[src/rtl/core/i2csbc_pkg.sv]
`timescale 1ns / 1ps

package i2csbc_pkg;

	localparam int RECV_DEPTH = 32;
	localparam int SEND_DEPTH = 32;

	// counters hold 0..DEPTH, indexes 0..DEPTH-1
	localparam int RCNT_W = $clog2(RECV_DEPTH + 1);
	localparam int SCNT_W = $clog2(SEND_DEPTH + 1);
	localparam int RIDX_W = (RECV_DEPTH > 1) ? $clog2(RECV_DEPTH) : 1;
	localparam int SIDX_W = (SEND_DEPTH > 1) ? $clog2(SEND_DEPTH) : 1;

	typedef enum logic [2:0] {
		RSP_NONE      = 3'd0,
		RSP_ACK       = 3'd1,
		RSP_NACK      = 3'd2,
		RSP_DONE      = 3'd3,
		RSP_NACK_DONE = 3'd4
	} resp_t;

	typedef enum logic [2:0] {
		OP_LOAD    = 3'd0,
		OP_ABORT   = 3'd1,
		OP_ADDR    = 3'd2,
		OP_DATA_RD = 3'd3,
		OP_DATA_WR = 3'd4,
		OP_RESET   = 3'd5
	} op_kind_t;

	typedef struct packed {
		logic       command;
		logic       bus_error;
		logic       collision;
		logic       addr_or_stop;
		logic       address_match;
		logic       read_direction;
		logic       data_flag;
		logic       master_nacked;
		logic [7:0] rx_byte;
		logic [7:0] send_count;
		logic [4:0] load_index;
		logic [7:0] load_byte;
	} in_item_t;

	typedef struct packed {
		logic [2:0] response;
		logic       tx_valid;
		logic [7:0] tx_byte;
		logic       reset_notice;
		logic       deliver_valid;
		logic [7:0] deliver_byte;
		logic [5:0] deliver_count;
		logic       last;
	} out_item_t;

	// classified operation passed from front to back
	typedef struct packed {
		op_kind_t          kind;
		logic              addr_match;
		logic              read_dir;
		logic              nacked;
		logic [7:0]        data;
		logic [SCNT_W-1:0] send_total;
		logic [SIDX_W-1:0] load_idx;
	} op_t;

	typedef struct packed {
		logic send_en;
		logic deliver_en;
		logic notify_en;
	} cfg_t;

endpackage

[src/rtl/core/i2c_slave_buffer_controller_unit.sv]
`timescale 1ns / 1ps

// Channel   Direction  Handshake          Beat
// in        input      in_valid/in_stall  in_item  (bus event or transmit load)
// out       output     out_valid/out_stall out_item (one result, last marks end)
// cfg       input      APB psel/penable   send/deliver/notify enables
//
// A load writes the transmit buffer in the back and yields no beat; most bus
// events give their beat in the cycle after leaving the queue; a transmitted
// byte or an address/stop event passes ST_SEND or ST_FIN (buffer read or
// answer stage), and a write-frame delivery of n bytes gives one beat per cycle
// unless stalled, paced by the single read port of the receive buffer.
// Reset clears modes, counters and enables; buffer contents stay undefined until
// written. The two-deep op queue accepts until full while output is stalled.

module i2c_slave_buffer_controller_unit (
	input  logic                  clk,
	input  logic                  arst_n,
	input  logic                  in_valid,
	output logic                  in_stall,
	input  i2csbc_pkg::in_item_t  in_item,
	output logic                  out_valid,
	input  logic                  out_stall,
	output i2csbc_pkg::out_item_t out_item,
	input  logic                  psel,
	input  logic                  penable,
	input  logic                  pwrite,
	input  logic [3:0]            paddr,
	input  logic [31:0]           pwdata,
	output logic [31:0]           prdata,
	output logic                  pready
);

	// register indexes (byte address / 4)
	localparam logic [1:0] REG_SEND_EN   = 2'd0;
	localparam logic [1:0] REG_DELIVER_EN = 2'd1;
	localparam logic [1:0] REG_NOTIFY_EN = 2'd2;

	i2csbc_pkg::cfg_t cfg_q;
	i2csbc_pkg::op_t  push_op;
	i2csbc_pkg::op_t  head;
	logic             push, pop, q_full, q_empty;
	logic             cfg_wr;

	assign pready = 1'b1;
	assign cfg_wr = psel && penable && pwrite;

	always_ff @(posedge clk or negedge arst_n) begin
		if (!arst_n) begin
			cfg_q <= '0;
		end else if (cfg_wr) begin
			case (paddr[3:2])
				REG_SEND_EN:    cfg_q.send_en    <= pwdata[0];
				REG_DELIVER_EN: cfg_q.deliver_en <= pwdata[0];
				REG_NOTIFY_EN:  cfg_q.notify_en  <= pwdata[0];
				default: ;
			endcase
		end
	end

	always_comb begin
		case (paddr[3:2])
			REG_SEND_EN:    prdata = 32'(cfg_q.send_en);
			REG_DELIVER_EN: prdata = 32'(cfg_q.deliver_en);
			REG_NOTIFY_EN:  prdata = 32'(cfg_q.notify_en);
			default:        prdata = '0;
		endcase
	end

	// front: classify and saturate, drop out-of-range loads
	i2csbc_front u_front (
		.in_valid (in_valid),
		.in_stall (in_stall),
		.in_item  (in_item),
		.q_full   (q_full),
		.push     (push),
		.push_op  (push_op)
	);

	i2csbc_queue u_queue (
		.clk     (clk),
		.arst_n  (arst_n),
		.push    (push),
		.push_op (push_op),
		.full    (q_full),
		.pop     (pop),
		.empty   (q_empty),
		.head    (head)
	);

	// back: transaction state, both byte buffers, output register
	i2csbc_back u_back (
		.clk       (clk),
		.arst_n    (arst_n),
		.cfg       (cfg_q),
		.q_empty   (q_empty),
		.head      (head),
		.pop       (pop),
		.out_valid (out_valid),
		.out_stall (out_stall),
		.out_item  (out_item)
	);

endmodule

[src/rtl/core/i2csbc_front.sv]
`timescale 1ns / 1ps

module i2csbc_front (
	input  logic                in_valid,
	output logic                in_stall,
	input  i2csbc_pkg::in_item_t in_item,
	input  logic                q_full,
	output logic                push,
	output i2csbc_pkg::op_t     push_op
);

	logic load_in_range;
	logic sc_over;

	assign load_in_range = 9'(in_item.load_index) < 9'(i2csbc_pkg::SEND_DEPTH);
	assign sc_over       = 9'(in_item.send_count) > 9'(i2csbc_pkg::SEND_DEPTH);

	assign in_stall = q_full;
	// out-of-range loads are dropped here and never reach the queue
	assign push = in_valid && !q_full && !(in_item.command && !load_in_range);

	always_comb begin
		push_op.addr_match = in_item.address_match;
		push_op.read_dir   = in_item.read_direction;
		push_op.nacked     = in_item.master_nacked;
		push_op.data       = in_item.command ? in_item.load_byte : in_item.rx_byte;
		push_op.send_total = sc_over ? i2csbc_pkg::SCNT_W'(i2csbc_pkg::SEND_DEPTH)
		                             : i2csbc_pkg::SCNT_W'(in_item.send_count);
		push_op.load_idx   = i2csbc_pkg::SIDX_W'(in_item.load_index);
		// flag priority: error/collision, address/stop, data, else reset
		if (in_item.command) begin
			push_op.kind = i2csbc_pkg::OP_LOAD;
		end else if (in_item.bus_error || in_item.collision) begin
			push_op.kind = i2csbc_pkg::OP_ABORT;
		end else if (in_item.addr_or_stop) begin
			push_op.kind = i2csbc_pkg::OP_ADDR;
		end else if (in_item.data_flag) begin
			push_op.kind = in_item.read_direction ? i2csbc_pkg::OP_DATA_RD
			                                      : i2csbc_pkg::OP_DATA_WR;
		end else begin
			push_op.kind = i2csbc_pkg::OP_RESET;
		end
	end

endmodule

[src/rtl/core/i2csbc_queue.sv]
`timescale 1ns / 1ps

module i2csbc_queue (
	input  logic            clk,
	input  logic            arst_n,
	input  logic            push,
	input  i2csbc_pkg::op_t push_op,
	output logic            full,
	input  logic            pop,
	output logic            empty,
	output i2csbc_pkg::op_t head
);

	i2csbc_pkg::op_t entry_q [2];
	logic            wr_ptr_q;
	logic            rd_ptr_q;
	logic [1:0]      count_q;

	assign full  = count_q[1];
	assign empty = (count_q == 2'd0);
	assign head  = entry_q[rd_ptr_q];

	always_ff @(posedge clk or negedge arst_n) begin
		if (!arst_n) begin
			wr_ptr_q <= 1'b0;
			rd_ptr_q <= 1'b0;
			count_q  <= 2'd0;
		end else begin
			if (push) wr_ptr_q <= ~wr_ptr_q;
			if (pop)  rd_ptr_q <= ~rd_ptr_q;
			if (push && !pop) begin
				count_q <= count_q + 2'd1;
			end else if (pop && !push) begin
				count_q <= count_q - 2'd1;
			end
		end
	end

	always_ff @(posedge clk) begin
		if (push) entry_q[wr_ptr_q] <= push_op;
	end

endmodule

[src/rtl/core/i2csbc_back.sv]
`timescale 1ns / 1ps

module i2csbc_back (
	input  logic                  clk,
	input  logic                  arst_n,
	input  i2csbc_pkg::cfg_t      cfg,
	input  logic                  q_empty,
	input  i2csbc_pkg::op_t       head,
	output logic                  pop,
	output logic                  out_valid,
	input  logic                  out_stall,
	output i2csbc_pkg::out_item_t out_item
);

	typedef enum logic [1:0] {
		MODE_IDLE  = 2'd0,
		MODE_READ  = 2'd1,
		MODE_WRITE = 2'd2
	} mode_t;

	typedef enum logic [3:0] {
		ST_IDLE = 4'b0001,
		ST_SEND = 4'b0010,
		ST_DLV  = 4'b0100,
		ST_FIN  = 4'b1000
	} state_t;

	state_t                        state_q, state_d;
	mode_t                         mode_q, mode_d;
	logic [i2csbc_pkg::RCNT_W-1:0] recv_cnt_q, recv_cnt_d;
	logic [i2csbc_pkg::SCNT_W-1:0] sent_cnt_q, sent_cnt_d;
	logic [i2csbc_pkg::SCNT_W-1:0] total_q, total_d;
	logic [i2csbc_pkg::RCNT_W-1:0] dlv_idx_q, dlv_idx_d;
	logic [i2csbc_pkg::RCNT_W-1:0] dlv_nxt;
	logic [i2csbc_pkg::RCNT_W-1:0] dc_q, dc_d;
	i2csbc_pkg::op_t               op_q, op_d;

	logic [7:0] send_mem [i2csbc_pkg::SEND_DEPTH];
	logic [7:0] recv_mem [i2csbc_pkg::RECV_DEPTH];
	logic [7:0] send_rd_q;
	logic [7:0] recv_rd_q;
	logic       send_wr, send_rd, recv_wr, recv_rd;
	logic [i2csbc_pkg::RIDX_W-1:0] recv_rd_addr;

	logic                  out_valid_q;
	i2csbc_pkg::out_item_t out_q;
	i2csbc_pkg::out_item_t res;
	logic                  load_out;
	logic                  out_free;
	logic                  deliver;

	assign out_free  = !out_valid_q || !out_stall;
	assign out_valid = out_valid_q;
	assign out_item  = out_q;
	assign dlv_nxt   = dlv_idx_q + 1'b1;
	assign deliver   = (mode_q == MODE_WRITE) && cfg.deliver_en;

	always_comb begin
		pop          = 1'b0;
		load_out     = 1'b0;
		res          = '0;
		res.last     = 1'b1;
		state_d      = state_q;
		mode_d       = mode_q;
		recv_cnt_d   = recv_cnt_q;
		sent_cnt_d   = sent_cnt_q;
		total_d      = total_q;
		dlv_idx_d    = dlv_idx_q;
		dc_d         = dc_q;
		op_d         = op_q;
		send_wr      = 1'b0;
		send_rd      = 1'b0;
		recv_wr      = 1'b0;
		recv_rd      = 1'b0;
		recv_rd_addr = '0;
		case (state_q)
			ST_IDLE: begin
				if (!q_empty) begin
					case (head.kind)
						i2csbc_pkg::OP_LOAD: begin
							pop     = 1'b1;
							send_wr = 1'b1;
						end
						i2csbc_pkg::OP_ADDR: begin
							// deliver first if a write frame is open, then answer
							pop  = 1'b1;
							op_d = head;
							dc_d = deliver ? recv_cnt_q : '0;
							if (deliver && recv_cnt_q != '0) begin
								dlv_idx_d = '0;
								recv_rd   = 1'b1;
								state_d   = ST_DLV;
							end else begin
								state_d = ST_FIN;
							end
						end
						i2csbc_pkg::OP_DATA_RD: begin
							if (sent_cnt_q != '0 && head.nacked) begin
								if (out_free) begin
									pop          = 1'b1;
									load_out     = 1'b1;
									mode_d       = MODE_IDLE;
									res.response = i2csbc_pkg::RSP_DONE;
								end
							end else if (sent_cnt_q < total_q &&
							             9'(sent_cnt_q) < 9'(i2csbc_pkg::SEND_DEPTH)) begin
								pop        = 1'b1;
								send_rd    = 1'b1;
								sent_cnt_d = sent_cnt_q + 1'b1;
								state_d    = ST_SEND;
							end else if (out_free) begin
								pop          = 1'b1;
								load_out     = 1'b1;
								res.response = i2csbc_pkg::RSP_DONE;
							end
						end
						i2csbc_pkg::OP_DATA_WR: begin
							if (out_free) begin
								pop      = 1'b1;
								load_out = 1'b1;
								if (7'(recv_cnt_q) < 7'(i2csbc_pkg::RECV_DEPTH)) begin
									recv_wr      = 1'b1;
									recv_cnt_d   = recv_cnt_q + 1'b1;
									res.response = i2csbc_pkg::RSP_ACK;
								end else begin
									res.response = i2csbc_pkg::RSP_NACK_DONE;
								end
							end
						end
						i2csbc_pkg::OP_ABORT: begin
							if (out_free) begin
								pop              = 1'b1;
								load_out         = 1'b1;
								mode_d           = MODE_IDLE;
								res.reset_notice = cfg.notify_en;
							end
						end
						default: begin
							// unmanaged status: full reset of the transaction
							if (out_free) begin
								pop              = 1'b1;
								load_out         = 1'b1;
								mode_d           = MODE_IDLE;
								recv_cnt_d       = '0;
								sent_cnt_d       = '0;
								res.reset_notice = cfg.notify_en;
							end
						end
					endcase
				end
			end
			ST_SEND: begin
				if (out_free) begin
					load_out     = 1'b1;
					res.response = i2csbc_pkg::RSP_ACK;
					res.tx_valid = 1'b1;
					res.tx_byte  = send_rd_q;
					state_d      = ST_IDLE;
				end
			end
			ST_DLV: begin
				if (out_free) begin
					load_out          = 1'b1;
					res.last          = 1'b0;
					res.deliver_valid = 1'b1;
					res.deliver_byte  = recv_rd_q;
					dlv_idx_d         = dlv_nxt;
					if (dlv_nxt == recv_cnt_q) begin
						state_d = ST_FIN;
					end else begin
						recv_rd      = 1'b1;
						recv_rd_addr = dlv_nxt[i2csbc_pkg::RIDX_W-1:0];
					end
				end
			end
			ST_FIN: begin
				if (out_free) begin
					load_out          = 1'b1;
					res.deliver_count = 6'(dc_q);
					state_d           = ST_IDLE;
					if (op_q.addr_match) begin
						if (op_q.read_dir) begin
							mode_d       = MODE_READ;
							res.response = i2csbc_pkg::RSP_NACK;
							if (cfg.send_en) begin
								sent_cnt_d = '0;
								total_d    = op_q.send_total;
								if (op_q.send_total != '0) res.response = i2csbc_pkg::RSP_ACK;
							end
						end else begin
							mode_d       = MODE_WRITE;
							recv_cnt_d   = '0;
							res.response = i2csbc_pkg::RSP_ACK;
						end
					end else begin
						mode_d           = MODE_IDLE;
						res.response     = i2csbc_pkg::RSP_DONE;
						res.reset_notice = cfg.notify_en;
					end
				end
			end
			default: begin
				state_d = ST_IDLE;
			end
		endcase
	end

	always_ff @(posedge clk or negedge arst_n) begin
		if (!arst_n) begin
			state_q     <= ST_IDLE;
			mode_q      <= MODE_IDLE;
			recv_cnt_q  <= '0;
			sent_cnt_q  <= '0;
			total_q     <= '0;
			dlv_idx_q   <= '0;
			dc_q        <= '0;
			out_valid_q <= 1'b0;
		end else begin
			state_q    <= state_d;
			mode_q     <= mode_d;
			recv_cnt_q <= recv_cnt_d;
			sent_cnt_q <= sent_cnt_d;
			total_q    <= total_d;
			dlv_idx_q  <= dlv_idx_d;
			dc_q       <= dc_d;
			if (load_out) begin
				out_valid_q <= 1'b1;
			end else if (!out_stall) begin
				out_valid_q <= 1'b0;
			end
		end
	end

	always_ff @(posedge clk) begin
		op_q <= op_d;
		if (load_out) out_q <= res;
	end

	// buffers: one write and one registered read each
	always_ff @(posedge clk) begin
		if (send_wr) send_mem[head.load_idx] <= head.data;
		if (send_rd) send_rd_q <= send_mem[sent_cnt_q[i2csbc_pkg::SIDX_W-1:0]];
	end

	always_ff @(posedge clk) begin
		if (recv_wr) recv_mem[recv_cnt_q[i2csbc_pkg::RIDX_W-1:0]] <= head.data;
		if (recv_rd) recv_rd_q <= recv_mem[recv_rd_addr];
	end

endmodule

[config.mk]
export PLATFORM = sky130hd
export DESIGN_NAME = i2c_slave_buffer_controller_unit
export DESIGN_NICKNAME = d
export VERILOG_FILES = /design/src/rtl/core/i2csbc_pkg.sv /design/src/rtl/core/i2c_slave_buffer_controller_unit.sv /design/src/rtl/core/i2csbc_front.sv /design/src/rtl/core/i2csbc_queue.sv /design/src/rtl/core/i2csbc_back.sv
export SDC_FILE = /design/constraint.sdc
export NUM_CORES = 1
export LEC_CHECK = 0
export BUFFER_PORTS_ARGS = -buffer_cell sky130_fd_sc_hd__buf_2
export CORE_MARGIN = 2
export CORE_UTILIZATION = 31
export DETAILED_ROUTE_END_ITERATION = 7
export GPL_ROUTABILITY_DRIVEN = 0
export PLACE_DENSITY = 0.43
export SLEW_MARGIN = 20
export SYNTH_ARGS = -nofsm -noshare
export SYNTH_HDL_FRONTEND = slang
export SYNTH_SLANG_ARGS = --single-unit
export TNS_END_PERCENT = 30
[constraint.sdc]
create_clock -name clk -period 4.05 [get_ports clk]
set_clock_uncertainty 0.1 [all_clocks]
set_input_delay 0.6075 -clock clk [delete_from_list [all_inputs] [get_ports clk]]
set_output_delay 0.6075 -clock clk [all_outputs]
set_load 0.02 [all_outputs]
==> impl_results.md <==
* Run status: finished clean
* Data required time of the worst path at 4180 ps
* Cell Count Post-Placement at between 2000 and 3000
* Clock slew at the register clock pins of the worst setup and hold paths at 60 ps
* Maximum vdd ir drop at 378 uV
* Number of warnings issued by yosys at 0
* IO buf count at between 70 and 80
* I/O pin count at 144
* CTS-repair resized insts at 0
* Wire length of the first global-routing pass at 99300 um
* Area leader, netlist: sky130_fd_sc_hd__edfxtp_1
* Net Switching at 5.45 mW
* Shortest period the worst path allows at around 3500 ps
* Worst setup SP type: flop
* Maximum operating frequency at around 0.28 GHz
* Total wire length at 66500 um
* Fraction of final layout cells sized beyond drive strength 1 at 27.2%
* Number of post-CTS setup repair buffers at 0
* Number of buffers created by CTS at 74
* Final worst path period share at between 80% and 90%
* Detailed-placement wirelength estimate at 43900 um
* Path class of the lowest-slack min-delay path: in -> reg
* Total number of placement rows at 108
* Total negative setup slack at 0 ps
* Maximum level of the CTS H-tree at 3
* Worst reg-to-reg setup slack at 510 ps
* Post-layout total power at 19.0 mW
* Source-to-sink clock delay at the later pin of the worst-skew pair at ~620 ps
* Post-route cell area at between 30000 and 40000 um2
* Number of enable flip-flop cells after synthesis at 615
* Clock tree root buffer cell: sky130_fd_sc_hd__clkbuf_16
* Via count of the first global-routing pass at 15100
* Mapped Avg Cell Area at 17.4 um2
* Layout overhead on the synthesized area at 17.4%
* Unrepaired setup endpoints after global routing: no
* Max-Slew Margin vs Limit at 32.6%
* Clock power share at 34.3%
* Top flip-flop cell by instance count after synthesis: sky130_fd_sc_hd__edfxtp_1
* Number of failing setup endpoints in the final timing report at 0
* Starting Density at 31.2%
* Number of DRC markers in iteration 0 at ~1100
* Clock Tree Buf Depth at 3
* GRT overflow at 0
* TritonCTS clock tree: yes
* Kind of critical path: reg -> reg
* Routed length per instance at between 20 and 25 um
* Hold-fix buffer count after cts at 1
* Sequential power share at 46.6%
* Sequential share of the synthesized area at 72.4%
* Post-synthesis sequential element count at 659
* Top-area cell type share of the netlist area at about two thirds
* Die footprint at around 90000 um2
* Area of the placeable core at 86600 um2
* Hold Vio Cnt, Final at 0
* Detailed-route vias per instance at between 4 and 5
* Net switching fraction of the power at 28.7%
* Number of antenna violations at the first check in global routing at 1
* Top cells by area in the synthesized netlist: sky130_fd_sc_hd__edfxtp_1 (68%), sky130_fd_sc_hd__mux4_2 (8.3%), sky130_fd_sc_hd__dfrtp_1 (4.0%)
* Width of the chip at 299 um
* Share of total power in combinational logic at 19.1%
* Final Hold Slack at 76.8 ps
* Via count at 14400
* Y dimension of the die at 299 um
* Power Density at 598 nW/um2
* Number of routed nets with antenna violations at 0
* Post-synth cell types at 80
* Top cells by count, synth: sky130_fd_sc_hd__edfxtp_1 (615), sky130_fd_sc_hd__nor2_1 (107), sky130_fd_sc_hd__mux4_2 (100)
* Gate count after technology mapping at 1556
* Net total in the final layout at 1838
* Critical path endpoint category: flop
* Internal Dissipation at approximately 14 mW
* Gr usage total at 15.0%
* Worst-path maximum fanout at 8
* Count of pins over their slew limit at 0
* Worst path arrival time at 3660 ps
* Largest net degree at the start of global routing at 49
* Clk sink count at 659
* Slew @ Worst Pin at around 1000 ps
* Max cap viols at 0
* Most used standard cell by instance count after synthesis: sky130_fd_sc_hd__edfxtp_1
* Detailed-routing iteration count for the pre-antenna-repair pass at 5
* Mapped Area at 27000 um2
* Leakage power at around 10 nW
* Async SR Flop Fraction at 6.68%
* Final standard cell count with taps included and fillers excluded at between 2000 and 3000
* DRC viols at 0
* Placed instance area at 29300 um2
[worst max-delay path: stages (launching register included)]
cell,delay [ps]
sky130_fd_sc_hd__dfstp_2,640
sky130_fd_sc_hd__or4b_1,650
sky130_fd_sc_hd__nor2_4,260
sky130_fd_sc_hd__nand4_1,160
sky130_fd_sc_hd__nor2_2,360
sky130_fd_sc_hd__nand2_2,310
sky130_fd_sc_hd__nor2_1,650
[cells in the final DEF, fill, tap and decap left out, types with 7 or more instances in the layout]
cell type                   count
sky130_fd_sc_hd__xnor2_1        8
sky130_fd_sc_hd__nor3_1        13
sky130_fd_sc_hd__nand3_1       11
sky130_fd_sc_hd__clkbuf_1      14
sky130_fd_sc_hd__edfxtp_1     615
sky130_fd_sc_hd__clkinv_2      10
sky130_fd_sc_hd__clkbuf_16     74
sky130_fd_sc_hd__a211o_1        7
sky130_fd_sc_hd__or3_1         14
sky130_fd_sc_hd__o21ai_0       44
sky130_fd_sc_hd__mux2i_1       36
sky130_fd_sc_hd__buf_4        110
sky130_fd_sc_hd__clkinv_1      17
sky130_fd_sc_hd__a221oi_1       8
sky130_fd_sc_hd__ha_1          12
sky130_fd_sc_hd__xor2_1         9
sky130_fd_sc_hd__nand2b_1       9
sky130_fd_sc_hd__dfrtp_1       40
sky130_fd_sc_hd__mux2_2        58
sky130_fd_sc_hd__inv_1         23
sky130_fd_sc_hd__a31oi_1       33
sky130_fd_sc_hd__nor2_1       105
sky130_fd_sc_hd__buf_2         78
sky130_fd_sc_hd__o21ba_1        7
sky130_fd_sc_hd__a2111oi_0      7
sky130_fd_sc_hd__and2_1        18
sky130_fd_sc_hd__a2bb2oi_1     22
sky130_fd_sc_hd__o211ai_1       7
sky130_fd_sc_hd__nand2_1       73
sky130_fd_sc_hd__and3_1        19
sky130_fd_sc_hd__a21oi_1       53
sky130_fd_sc_hd__conb_1        32
sky130_fd_sc_hd__mux4_2       100
[area by class of cell]
cell class,instances,area (um2)
Multi-Input combinational cell,795,6970
Clock buffer,92,1960
Fill cell,8098,54900
Clock inverter,41,400
Antenna cell,2,5.00
Timing Repair Buffer,192,1290
Inverter,23,86.3
Tap cell,1155,1450
Sequential cell,659,19600
[state kept, by name, indices dropped and copies added (netlist names), 4 cells and up]
name               cells
u_back.out_item       29
u_back.recv_rd_q       8
u_back.send_rd_q       8
u_back.state_q         4
u_back.send_mem      256
u_back.op_q            8
u_back.recv_cnt_q      6
u_back.recv_mem      256
u_back.sent_cnt_q      6
u_back.dlv_idx_q       6
u_queue.entry_q       50
u_back.dc_q            6
u_back.total_q         6
[power groups by stage]
stage | logic [mW] | clock network, mW | registers, mW
detailed placement | 3.71 | 0 | 8.99
floorplan | 2.10 | 0 | 8.96
global placement | 3.64 | 0 | 8.98
finish | 3.62 | 6.51 | 8.83
global route | 3.94 | 6.97 | 8.89
CTS | 3.73 | 6.71 | 8.85
[kinds of logic after synthesis]
family | share of synthesized area (%)
compound gates | 6.01
other cells | 0.0278
xor+xnor | 0.703
fa+ha+maj | 0.602
flops | 72.4
mux | 12.2
simple gates | 5.56
buf+inv | 2.46
[metal layers]
| layer | vias to the layer above | track usage, % | part of all wire (%) |
|---|---|---|---|
| li1 | 6519 | - | - |
| met1 | 7461 | 20.0 | 45 |
| met2 | 292 | 25.7 | 50 |
| met3 | 97 | 2.12 | 3.3 |
| met4 | 0 | 4.01 | 2.1 |
| met5 | - | 0 | 0 |
[final timing paths]
| check | from | endpoint | cells past startpoint |
|---|---|---|---|
| hold / removal | in_item[29] | u_queue.entry_q[0][19] | 1 |
| setup reg to reg | u_back.state_q[0] | u_back.recv_mem[8][5] | 6 |
| max in group asynchronous | arst_n | u_back.dlv_idx_q[0] | 3 |
| hold reg to reg | u_back.dc_q[3] | u_back.dc_q[3] | 2 |
| min in group asynchronous | arst_n | u_back.total_q[4] | 2 |
| setup / recovery | u_back.state_q[0] | u_back.recv_mem[8][5] | 6 |
[per-stage QoR]
stage / util, % / setup WS (ps)
2_1_floorplan: - / 377
3_3_place_gp: 33.9 / 599
3_5_place_dp: 33.9 / 551
4_1_cts: 36.6 / 520
5_1_grt: 36.6 / 315
6_report: 36.6 / 514
No activity file was read; power rests on OpenSTA's default activity.
